## config.mk

```make
export PLATFORM = sky130hd
export DESIGN_NAME = dns_reply_address_extractor_flat
export DESIGN_NICKNAME = d
export VERILOG_FILES = /design/src/rtl/dre_pkg.sv /design/src/rtl/dre_if.sv /design/src/rtl/dre_front.sv /design/src/rtl/dre_queue.sv /design/src/rtl/dre_back.sv /design/src/rtl/dns_reply_address_extractor.sv /design/src/flat_wrapper.sv
export SDC_FILE = /design/constraint.sdc
export NUM_CORES = 1
export LEC_CHECK = 0
export ABC_AREA = 0
export BUFFER_PORTS_ARGS = -buffer_cell sky130_fd_sc_hd__clkbuf_2
export CAP_MARGIN = 20
export CORE_MARGIN = 2
export CORE_UTILIZATION = 48
export CTS_CLUSTER_DIAMETER = 80
export CTS_CLUSTER_SIZE = 14
export DETAILED_ROUTE_END_ITERATION = 16
export PLACE_DENSITY = 0.73
export SLEW_MARGIN = 20
export SYNTH_ARGS = -nofsm -noshare
export SYNTH_HDL_FRONTEND = slang
export SYNTH_SLANG_ARGS = --single-unit
export TNS_END_PERCENT = 30
```

## constraint.sdc

```tcl
create_clock -name clk -period 12.1 [get_ports clk]
set_input_delay 2.42 -clock clk [delete_from_list [all_inputs] [get_ports clk]]
set_output_delay 2.42 -clock clk [all_outputs]
set_load 0.01 [all_outputs]
```

## src/rtl/dre_pkg.sv

```systemverilog
// ----------------------------------------------------------------------------
// DNS reply address extractor - package
// Shared types, status codes and header constants.
// ----------------------------------------------------------------------------
package dre_pkg;

  localparam int unsigned QUEUE_DEPTH = 4;
  localparam int unsigned QPTR_W      = $clog2(QUEUE_DEPTH);

  localparam logic [15:0] POS_MAX      = 16'hFFFF;
  localparam logic [15:0] FIRST_LABEL  = 16'd12;

  // header byte positions
  localparam logic [15:0] POS_ID_HI    = 16'd0;
  localparam logic [15:0] POS_ID_LO    = 16'd1;
  localparam logic [15:0] POS_FLAGS_HI = 16'd2;
  localparam logic [15:0] POS_FLAGS_LO = 16'd3;
  localparam logic [15:0] POS_AN_HI    = 16'd6;
  localparam logic [15:0] POS_AN_LO    = 16'd7;
  localparam logic [15:0] POS_HDR_END  = 16'd11;

  // offsets from start of answer name
  localparam logic [15:0] REL_RDLEN_HI = 16'd10;
  localparam logic [15:0] REL_RDLEN_LO = 16'd11;
  localparam logic [15:0] REL_ADDR_0   = 16'd12;
  localparam logic [15:0] REL_ADDR_3   = 16'd15;

  localparam logic [16:0] QFIXED_LEN   = 17'd5;  // root label + QTYPE + QCLASS
  localparam logic [15:0] RDLEN_IPV4   = 16'd4;

  localparam logic [7:0] QR_MASK    = 8'h80;
  localparam logic [7:0] RCODE_MASK = 8'h0F;
  localparam logic [7:0] PTR_MASK   = 8'hC0;

  typedef enum logic [2:0] {
    ST_OK         = 3'd0,
    ST_TRUNCATED  = 3'd1,
    ST_NOT_RESP   = 3'd2,
    ST_ID_MISMATCH = 3'd3,
    ST_RCODE_ERR  = 3'd4,
    ST_NO_ANSWER  = 3'd5,
    ST_COMPRESSED = 3'd6,
    ST_BAD_RDLEN  = 3'd7
  } status_t;

  typedef enum logic [3:0] {
    PH_HEADER   = 4'b0001,
    PH_QUESTION = 4'b0010,
    PH_ANSWER   = 4'b0100,
    PH_DONE     = 4'b1000
  } phase_t;

  // one classified word handed from front to back
  typedef struct packed {
    logic [7:0]  msg_byte;
    logic        is_last;
    logic [15:0] pos;
    logic        overflow;
  } word_t;

endpackage

```

## src/rtl/dre_if.sv

```systemverilog
// ----------------------------------------------------------------------------
// DNS reply address extractor - channel interfaces
// Valid/ready channels for message words and results.
// ----------------------------------------------------------------------------
interface dre_byte_if;
  logic       valid;
  logic       ready;
  logic [7:0] msg_byte;
  logic       is_last;

  modport source (output valid, output msg_byte, output is_last, input ready);
  modport sink   (input valid, input msg_byte, input is_last, output ready);
endinterface

interface dre_res_if;
  logic        valid;
  logic        ready;
  logic [2:0]  status;
  logic [31:0] ipv4_address;

  modport source (output valid, output status, output ipv4_address, input ready);
  modport sink   (input valid, input status, input ipv4_address, output ready);
endinterface

```

## src/rtl/dre_front.sv

```systemverilog
// ----------------------------------------------------------------------------
// DNS reply address extractor - front end
// Accepts message words and tags each with its byte position.
// ----------------------------------------------------------------------------
module dre_front (
  input  logic          clk,
  input  logic          rst,
  dre_byte_if.sink      rx,
  output logic          push_valid,
  input  logic          push_ready,
  output dre_pkg::word_t push_word
);
  import dre_pkg::*;

  logic [15:0] pos;
  logic        take;

  assign rx.ready   = push_ready;
  assign take       = rx.valid & push_ready;
  assign push_valid = rx.valid;

  always_comb begin
    push_word.msg_byte = rx.msg_byte;
    push_word.is_last  = rx.is_last;
    push_word.pos      = pos;
    push_word.overflow = (pos == POS_MAX);
  end

  // position counter; holds at max, restarts after the final word
  always_ff @(posedge clk) begin
    if (rst) begin
      pos <= '0;
    end else if (take) begin
      if (rx.is_last) begin
        pos <= '0;
      end else if (pos != POS_MAX) begin
        pos <= pos + 16'd1;
      end
    end
  end

endmodule

```

## src/rtl/dre_queue.sv

```systemverilog
// ----------------------------------------------------------------------------
// DNS reply address extractor - word queue
// Small FIFO decoupling the front end from the parser.
// ----------------------------------------------------------------------------
module dre_queue (
  input  logic           clk,
  input  logic           rst,
  input  logic           push_valid,
  output logic           push_ready,
  input  dre_pkg::word_t push_word,
  output logic           pop_valid,
  input  logic           pop_ready,
  output dre_pkg::word_t pop_word
);
  import dre_pkg::*;

  word_t             entry [QUEUE_DEPTH];
  logic [QPTR_W-1:0] wr_ptr;
  logic [QPTR_W-1:0] rd_ptr;
  logic [QPTR_W:0]   count;
  logic              do_push;
  logic              do_pop;

  assign push_ready = (count != QPTR_W'(0) + (QPTR_W+1)'(QUEUE_DEPTH));
  assign pop_valid  = (count != '0);
  assign pop_word   = entry[rd_ptr];
  assign do_push    = push_valid & push_ready;
  assign do_pop     = pop_valid & pop_ready;

  always_ff @(posedge clk) begin
    if (do_push) begin
      entry[wr_ptr] <= push_word;
    end
  end

  always_ff @(posedge clk) begin
    if (rst) begin
      wr_ptr <= '0;
      rd_ptr <= '0;
      count  <= '0;
    end else begin
      if (do_push) begin
        wr_ptr <= wr_ptr + QPTR_W'(1);
      end
      if (do_pop) begin
        rd_ptr <= rd_ptr + QPTR_W'(1);
      end
      case ({do_push, do_pop})
        2'b10:   count <= count + (QPTR_W+1)'(1);
        2'b01:   count <= count - (QPTR_W+1)'(1);
        default: count <= count;
      endcase
    end
  end

endmodule

```

## src/rtl/dre_back.sv

```systemverilog
// ----------------------------------------------------------------------------
// DNS reply address extractor - parser back end
// Walks header, question and answer; registers one result per message.
// ----------------------------------------------------------------------------
module dre_back (
  input  logic           clk,
  input  logic           rst,
  input  logic [15:0]    expected_id,
  input  logic           pop_valid,
  output logic           pop_ready,
  input  dre_pkg::word_t pop_word,
  dre_res_if.source      res
);
  import dre_pkg::*;

  phase_t      phase, phase_next;
  status_t     err, err_next;
  logic [3:0]  flags, flags_next;   // 0 id mismatch, 1 QR, 2 rcode, 3 ancount
  logic [7:0]  id_hi, id_hi_next;
  logic [15:0] nlab, nlab_next;
  logic [15:0] ans, ans_next;
  logic [7:0]  rdhi, rdhi_next;
  logic [31:0] addr, addr_next;

  logic [16:0] lab_sum;
  logic [16:0] ans_sum;
  logic [15:0] rel;
  logic [7:0]  b;
  logic [15:0] p;
  status_t     status_now;
  logic        take;

  // a final word needs the result register free
  assign pop_ready = ~pop_word.is_last | ~res.valid | res.ready;
  assign take      = pop_valid & pop_ready;
  assign b         = pop_word.msg_byte;
  assign p         = pop_word.pos;
  assign lab_sum   = {1'b0, p} + {9'd0, b} + 17'd1;
  assign ans_sum   = {1'b0, p} + QFIXED_LEN;
  assign rel       = p - ans;

  always_comb begin
    phase_next = phase;
    err_next   = err;
    flags_next = flags;
    id_hi_next = id_hi;
    nlab_next  = nlab;
    ans_next   = ans;
    rdhi_next  = rdhi;
    addr_next  = addr;

    if (pop_word.overflow) begin
      if (err == ST_OK) begin
        err_next = ST_TRUNCATED;
      end
    end else if (err == ST_OK) begin
      case (phase)
        PH_HEADER: begin
          case (p)
            POS_ID_HI: id_hi_next = b;
            POS_ID_LO: begin
              if ({id_hi, b} != expected_id) flags_next[0] = 1'b1;
            end
            POS_FLAGS_HI: begin
              if ((b & QR_MASK) != 8'd0) flags_next[1] = 1'b1;
            end
            POS_FLAGS_LO: begin
              if ((b & RCODE_MASK) != 8'd0) flags_next[2] = 1'b1;
            end
            POS_AN_HI, POS_AN_LO: begin
              if (b != 8'd0) flags_next[3] = 1'b1;
            end
            POS_HDR_END: begin
              if (!flags[1])      err_next   = ST_NOT_RESP;
              else if (flags[0])  err_next   = ST_ID_MISMATCH;
              else if (flags[2])  err_next   = ST_RCODE_ERR;
              else if (!flags[3]) err_next   = ST_NO_ANSWER;
              else                phase_next = PH_QUESTION;
            end
            default: ;
          endcase
        end
        PH_QUESTION: begin
          if (p == nlab) begin
            if (b == 8'd0) begin
              ans_next   = ans_sum[16] ? POS_MAX : ans_sum[15:0];
              phase_next = PH_ANSWER;
            end else if ((b & PTR_MASK) == PTR_MASK) begin
              err_next = ST_COMPRESSED;
            end else begin
              nlab_next = lab_sum[16] ? POS_MAX : lab_sum[15:0];
            end
          end
        end
        PH_ANSWER: begin
          if (p >= ans) begin
            if (rel == REL_RDLEN_HI) begin
              rdhi_next = b;
            end else if (rel == REL_RDLEN_LO) begin
              if ({rdhi, b} != RDLEN_IPV4) err_next = ST_BAD_RDLEN;
            end else if (rel inside {[REL_ADDR_0:REL_ADDR_3]}) begin
              addr_next = {addr[23:0], b};
              if (rel == REL_ADDR_3) phase_next = PH_DONE;
            end
          end
        end
        default: ;
      endcase
    end

    if (err_next != ST_OK)        status_now = err_next;
    else if (phase_next != PH_DONE) status_now = ST_TRUNCATED;
    else                          status_now = ST_OK;
  end

  // parse state; cleared after every final word
  always_ff @(posedge clk) begin
    if (rst || (take && pop_word.is_last)) begin
      phase <= PH_HEADER;
      err   <= ST_OK;
      flags <= '0;
      id_hi <= '0;
      nlab  <= FIRST_LABEL;
      ans   <= '0;
      rdhi  <= '0;
      addr  <= '0;
    end else if (take) begin
      phase <= phase_next;
      err   <= err_next;
      flags <= flags_next;
      id_hi <= id_hi_next;
      nlab  <= nlab_next;
      ans   <= ans_next;
      rdhi  <= rdhi_next;
      addr  <= addr_next;
    end
  end

  // result register
  always_ff @(posedge clk) begin
    if (rst) begin
      res.valid <= 1'b0;
    end else if (take && pop_word.is_last) begin
      res.valid <= 1'b1;
    end else if (res.ready) begin
      res.valid <= 1'b0;
    end
  end

  always_ff @(posedge clk) begin
    if (take && pop_word.is_last) begin
      res.status       <= status_now;
      res.ipv4_address <= (status_now == ST_OK) ? addr_next : 32'd0;
    end
  end

endmodule

```

## src/rtl/dns_reply_address_extractor.sv

```systemverilog
// DNS reply address extractor. Feed a received DNS message one byte word per
// cycle on rx, flagging the final byte with is_last; one result per message
// comes out on res: a status (0 ok, 1 truncated, 2 not a response, 3 ID
// mismatch, 4 RCODE error, 5 no answers, 6 compressed question name,
// 7 RDLENGTH not 4) and the first answer's IPv4 address, first octet in the
// top byte, zero unless the status is ok. Throughput is one byte per cycle
// while the queue has room, set by the single position compare and field
// capture in the parser. A final byte is written into the queue and then
// loaded by the parser into the result register, which raises res valid;
// the parser takes a final byte only while that register is free. A
// four-word queue sits between the byte-tagging front end and the parser,
// so rx keeps flowing while a result waits on res, until the next final
// byte reaches the parser and the queue fills behind it. expected_id is
// written through cfg_we / cfg_wdata and should only change between messages.
// ----------------------------------------------------------------------------
// DNS reply address extractor - top level
// Front end, word queue and parser, plus the expected-ID register.
// ----------------------------------------------------------------------------
module dns_reply_address_extractor (
  input  logic        clk,
  input  logic        rst,
  input  logic        cfg_we,
  input  logic [15:0] cfg_wdata,
  dre_byte_if.sink    rx,
  dre_res_if.source   res
);
  import dre_pkg::*;

  logic [15:0] expected_id;

  // front -> queue
  logic  push_valid;
  logic  push_ready;
  word_t push_word;

  // queue -> parser
  logic  pop_valid;
  logic  pop_ready;
  word_t pop_word;

  // config register; reset gives ID zero
  always_ff @(posedge clk) begin
    if (rst) begin
      expected_id <= '0;
    end else if (cfg_we) begin
      expected_id <= cfg_wdata;
    end
  end

  // tags each word with its position, saturating at the max length
  dre_front u_front (
    .clk        (clk),
    .rst        (rst),
    .rx         (rx),
    .push_valid (push_valid),
    .push_ready (push_ready),
    .push_word  (push_word)
  );

  // decoupling queue; front stalls only when it is full
  dre_queue u_queue (
    .clk        (clk),
    .rst        (rst),
    .push_valid (push_valid),
    .push_ready (push_ready),
    .push_word  (push_word),
    .pop_valid  (pop_valid),
    .pop_ready  (pop_ready),
    .pop_word   (pop_word)
  );

  // header checks, question skip, answer capture, result register
  dre_back u_back (
    .clk         (clk),
    .rst         (rst),
    .expected_id (expected_id),
    .pop_valid   (pop_valid),
    .pop_ready   (pop_ready),
    .pop_word    (pop_word),
    .res         (res)
  );

endmodule

```

## src/flat_wrapper.sv

```systemverilog
// flat-port wrapper written by rule: the top's interface ports become plain ports
module dns_reply_address_extractor_flat import dre_pkg::*;
  (clk, rst, cfg_we, cfg_wdata, rx_valid, rx_msg_byte, rx_is_last, rx_ready, res_valid, res_status, res_ipv4_address, res_ready);
  dre_byte_if rx_i ();
  dre_res_if res_i ();
  input  logic clk;
  input  logic rst;
  input  logic cfg_we;
  input  logic [15:0] cfg_wdata;
  input wire logic [$bits(rx_i.valid)-1:0] rx_valid;
  input wire logic [$bits(rx_i.msg_byte)-1:0] rx_msg_byte;
  input wire logic [$bits(rx_i.is_last)-1:0] rx_is_last;
  output wire logic [$bits(rx_i.ready)-1:0] rx_ready;
  output wire logic [$bits(res_i.valid)-1:0] res_valid;
  output wire logic [$bits(res_i.status)-1:0] res_status;
  output wire logic [$bits(res_i.ipv4_address)-1:0] res_ipv4_address;
  input wire logic [$bits(res_i.ready)-1:0] res_ready;
  assign rx_i.valid = rx_valid;
  assign rx_i.msg_byte = rx_msg_byte;
  assign rx_i.is_last = rx_is_last;
  assign rx_ready = rx_i.ready;
  assign res_valid = res_i.valid;
  assign res_status = res_i.status;
  assign res_ipv4_address = res_i.ipv4_address;
  assign res_i.ready = res_ready;
  dns_reply_address_extractor u_core (.clk(clk), .rst(rst), .cfg_we(cfg_we), .cfg_wdata(cfg_wdata), .rx(rx_i), .res(res_i));
endmodule
```

; Word-level counts from Yosys, hierarchy flattened
; Memories as Yosys holds them, arrays and structs flattened. A register that Yosys moved wholly into a read port is not among the register bits.
; Cells that the tools add are included.
[word_totals]
mem_bits_rw = 104
latch_bits = 0
mem_count = 1
ff_bits = 166
rom_bits = 0
output_inout_bits = 37
[op_classes]
order_cmp = 3
bitwise_logic = 9
div = 0
addsub = 9
n_eq_ne = 22
n_mul = 0
reduce_logical = 24
shift = 0
n_mux = 51
[memory_table]
columns = memory, words, width, read_ports, rd_clocked_by_memory_dff, write_ports, line_no
row1 = u_core.u_queue.entry, 4, 26, 1, 1, 1, dre_queue.sv:17  ; word_t entry [QUEUE_DEPTH];
[op_table]
columns = operator, n
row1 = $mux 32, 7
row2 = $eq 16x4->1 const B, 4
row3 = $mux 16, 4
row4 = $mux 4, 14
row5 = $mux 3, 16
row6 = $reduce_and 6->1, 6
row7 = $eq 16x2->1 const B, 2
row8 = $eq 16x3->1 const B, 2
row9 = $add 16x3->17 const B, 1
row10 = $add 16x8->17, 1
row11 = $add 17x1->17 const B, 1
row12 = $add 16x1->16 const B, 1
row13 = $eq 16x1->1 const B, 1
row14 = $eq 16x16->1, 1
row15 = $eq 16x16->1 const B, 1
row16 = $ge 16x16->1, 1
row17 = $ge 16x4->1 const B, 1
row18 = $le 16x4->1 const B, 1
row19 = $logic_not 16->1, 1
row20 = $ne 16x16->1, 1
row21 = $ne 16x16->1 const B, 1
row22 = $ne 16x3->1 const B, 1
row23 = $reduce_bool 8->1, 2
row24 = $sub 16x16->16, 1
row25 = 28 further kinds, 46

; Logic depth before layout (Yosys ltp)
[depth]
ltp_word = 14
ltp_mapped = 18
ltp_nobuf = 14

; Cells and area by module
; From an unflattened synthesis, not the netlist that was laid out.
[unflattened]
hier_cells = 1242
hier_area_um2 = 13581.8
[by_module_without_submodules]
columns = mod, seq_area_each_um2, n_inst, cells_per_inst, area_per_inst_um2
row1 = dre_back, 2892.8, 1, 861, 7582.3
row2 = dre_queue, 3303.2, 1, 188, 4274.1
row3 = dre_front, 320.3, 1, 141, 1144.8
row4 = dns_reply_address_extractor, 320.3, 1, 52, 580.6

; Worst setup path before layout
; No wires, ideal clock.
[synth_path]
path_kind = register -> register
start = reg (tool-made name)
end = reg u_core.u_back.res.ipv4_address[10], data pin
setup_ns = 0.263
slack_ns = 7.102
arrival_time_ns = 4.735
stages_incl_launch_ff = 19
n_path_buf = 5
t_required_ns = 11.837
path_cell_list = dfxtp_1 > buf_2 > buf_2 > buf_2 > mux2i_1 > mux2i_1 > inv_1 > fa_1 > nand2b_1 > a211oi_1 > o21ai_1 > xnor2_1 > nor4_1 > and4_1 > and3_1 > clkbuf_1 > clkbuf_1 > mux2i_1 > nor3_2
[synth_rtl]
columns = element, line_no
row1 = end signal: assignment, dre_back.sv:153  ; res.ipv4_address <= (status_now == ST_OK) ? addr_next : 32'd0;
row2 = end: declaration, dre_if.sv:21  ; modport source (output valid, output status, output ipv4_address, input ready);

==> flow_metrics.env <==
export IMPL_cts_buffers=23
export IMPL_n_antenna_cell=0
export IMPL_synth_seq_cells=272
export IMPL_path_clk_slew_ns=0.06
export IMPL_p_clk_share_pct=22.3
export IMPL_synth_seq_area_share_pct=52.0
export IMPL_hold_path_depth=2
export IMPL_clk_latency_ns=0.53
export IMPL_yosysUniqueCellTypes=72
export IMPL_hpwl_um=18800
export IMPL_synthArstFlopShare_pct=0
export IMPL_whs_endpoint="u_core.u_back.addr[29]$_SDFFE_PP0P_"
export IMPL_synth_edf_count=139
export IMPL_power_mw=3.08
export IMPL_hold_path_startpoint="u_core.u_back.addr[29]$_SDFFE_PP0P_"
export IMPL_globalRouteOverflowTotal=0
export IMPL_max_slew_margin_rel_pct=35.6
export IMPL_cts_resized=0
export IMPL_die_w_um=170
export IMPL_required_ns=12.46
export IMPL_mappedNetlistNets=1263
export IMPL_arrival_ns=6.27
export IMPL_vias=9090
export IMPL_finalCriticalPeriod_ns=5.91
export IMPL_finalHoldViolCount=0
export IMPL_fillers=2267
export IMPL_dr_pass1_iters=5
export IMPL_area_growth_pct=9.49
export IMPL_nets=1307
export IMPL_end_kind="flip-flop"
export IMPL_p_int_mw=1.90
export IMPL_pin_count=67
export IMPL_postCtsSetupBuffers=0
export IMPL_gr_usage_all_layers_pct=19.3
export IMPL_regArea_um2=6840
export IMPL_ys_warn_count=0
export IMPL_r2r_cells=15
export IMPL_cap_violations=0
export IMPL_syn_inst=1196
export IMPL_ant_nets=0
export IMPL_grt_max_degree=65
export IMPL_syn_area_per_cell_um2=11.0
export IMPL_netSwitchingFraction_pct=38.1
export IMPL_postCtsHoldBufs=0
export IMPL_clock_sinks=272
export IMPL_numPortBuffers=66
export IMPL_tightest_slew_ns=0.967
export IMPL_cp_max_fo=32
export IMPL_drc_errors=0
export IMPL_fp_row_count=60
export IMPL_wl_per_cell_um=17.5
export IMPL_outcome="finished clean"
export IMPL_worstSetupPathType="flip-flop to flip-flop"
export IMPL_cts_tree="built"
export IMPL_setup_viol=0
export IMPL_fp_coreArea_um2=27000
export IMPL_pwr_share_comb_pct=41.5
export IMPL_antenna_found_initial=0
export IMPL_start_kind="flip-flop"
export IMPL_via_per_inst=5.69
export IMPL_cts_root_to_sink_buffers=3
export IMPL_synth_top_area_share_pct=31.7
export IMPL_p_leak_nw=4.97
export IMPL_tns_ns=0
export IMPL_hold_path_class="flip-flop to flip-flop"
export IMPL_cts_root_buffer="clkbuf_16"
export IMPL_htree_levels=1
export IMPL_drt_iter0_markers=627
export IMPL_grt_first_pass_wirelength_um=45000
export IMPL_die_h_um=170
export IMPL_wirelength_um=28000
export IMPL_rsz0062_at_grt="false"
export IMPL_ys_top_cells_by_area="edfxtp_1 32%, dfxtp_1 20%, mux2i_1 5.8%"
export IMPL_dieArea_um2=28700
export IMPL_drive_gt1_share_pct=14.1
export IMPL_gp_congestion=0.899
export IMPL_start_util_pct=48.8
export IMPL_hold_slack_ns=0.449
export IMPL_syn_cell_area_um2=13100
export IMPL_yosys_top_cells_count="139 x edfxtp_1, 133 x dfxtp_1, 103 x nor2_1"
export IMPL_grt_pass1_vias=8810
export IMPL_ys_flop_type="edfxtp_1"
export IMPL_ir_worst_vdd_mv=0.214
export IMPL_switching_power_mw=1.17
export IMPL_max_clock_freq_mhz=169
export IMPL_synthMostInstantiatedCell="edfxtp_1"
export IMPL_reg2reg_to="u_core.u_back.res.ipv4_address[3]$_SDFFCE_PP0P_"
export IMPL_power_frac_seq_pct=36.1
export IMPL_rrSetupSlack_ns=6.19
export IMPL_period_share_pct=48.8
export IMPL_final_setup_skew_ns=0.0133
export IMPL_synth_top_area_cell="edfxtp_1"
export IMPL_power_density_nw_per_um2=214
export IMPL_multi_input_area_um2=5790
export IMPL_slew_violations=0
[cells in the final DEF, fill, tap and decap left out, types with 4 or more instances in the layout]
cell / n
edfxtp_1: 139
dfxtp_1: 132
nor2_1: 103
a21oi_1: 101
nand2_1: 90
mux2i_1: 76
clkbuf_2: 66
o21ai_0: 54
xnor2_1: 53
inv_1: 50
nand3_1: 48
ha_1: 34
nor3_2: 30
xor2_1: 28
clkbuf_16: 23
mux4_2: 18
nand4_1: 18
nor3_1: 17
clkbuf_1: 15
buf_4: 15
and3_1: 12
or3_1: 9
nand2b_1: 8
a31oi_1: 8
nor4_1: 7
mux4_1: 6
o211ai_1: 6
and2_1: 6
nor2b_1: 5
a21o_1: 5
o21a_1: 4
or4_1: 4
[worst max-delay path, cell delays in order, from the launching register on]
cell and delay [ns]:
dfxtp_1 0.31, buf_4 0.39, mux2i_1 0.19, mux2i_1 0.65, inv_1 0.22, fa_1 0.50, nand2b_1 0.18, a211oi_1 0.34
o21ai_1 0.20, xnor2_1 0.16, nor4_1 0.34, nand4_1 0.23, o41ai_1 0.56, or4b_2 0.96, buf_16 0.28, nor3_2 0.20
[final cells by class]
class	count	share of cell area [%]
multi-input combinational	810	40.3
clock buffer	39	4.48
clock inverter	2	0.200
sequential	272	47.5
timing repair buffer	82	3.27
tap	341	2.96
inverter	51	1.33
[logic make-up (layout without fill, tap and decap cells)]
group / count (synthesis) / in the layout / synth area share [%]
mux: 102 / 102 / 10.3
buf+inv: 114 / 174 / 4.09
flops: 272 / 272 / 52.0
fa+ha+maj: 37 / 37 / 3.69
xor+xnor: 81 / 81 / 5.40
simple gates: 379 / 379 / 15.1
compound gates: 211 / 211 / 9.45
[power by group through the flow]
| stage | Sequential [mW] | Combinational, mW | Clock, mW |
|---|---|---|---|
| 2_1_floorplan | 1.14 | 0.957 | 0 |
| 3_3_place_gp | 1.13 | 1.24 | 0 |
| 3_5_place_dp | 1.13 | 1.26 | 0 |
| 4_1_cts | 1.11 | 1.27 | 0.703 |
| 5_1_grt | 1.12 | 1.41 | 0.734 |
| 6_report | 1.11 | 1.28 | 0.687 |
[worst max-delay path by stage]
stage	startpoint	to	slack, ns	cells after the start
4_1_cts	flip-flop	u_core.u_back.res.ipv4_address[0]$_SDFFCE_PP0P_	6.23	14
3_5_place_dp	flip-flop	u_core.u_back.res.ipv4_address[0]$_SDFFCE_PP0P_	6.26	14
3_3_place_gp	flip-flop	u_core.u_back.res.ipv4_address[0]$_SDFFCE_PP0P_	6.51	14
6_report	flip-flop	u_core.u_back.res.ipv4_address[3]$_SDFFCE_PP0P_	6.19	15
2_1_floorplan	flip-flop	u_core.u_back.res.ipv4_address[10]$_SDFFCE_PP0P_	7.10	18
5_1_grt	flip-flop	u_core.u_back.res.ipv4_address[3]$_SDFFCE_PP0P_	5.70	15
[metrics by stage]
step	worst slack, ns	area, µm²	utilization, %	cells
final	6.19	14400	53.4	1597
after global routing	5.70	14400	53.4	1597
after CTS	6.23	14400	53.3	1596
after detailed placement	6.26	13700	50.8	1555
after global placement	6.51	13700	50.8	1555
after floorplan	7.10	13100	-	1196
[flip-flops by register name (all words and copies together) (netlist names), 8 cells and up, named ones only]
| signal | count |
|---|---|
| u_core.u_queue.entry | 104 |
| u_core.expected_id | 16 |
| u_core.u_back.addr | 32 |
| u_core.u_back.res.ipv4_address | 32 |
| u_core.u_back.rdhi | 8 |
| u_core.u_back.ans | 16 |
| u_core.u_front.pos | 16 |
| u_core.u_back.id_hi | 8 |
| u_core.u_back.nlab | 16 |
[per-layer routing]
metal / track usage [%] / vias up / routed length (µm)
met4: 4.72 / 0 / 585
met5: 0 / - / 0
met3: 2.31 / 56 / 1040
li1: - / 4414 / -
met2: 33.5 / 208 / 13900
met1: 25.8 / 4412 / 12400
No activity file was read; power rests on OpenSTA's default activity.
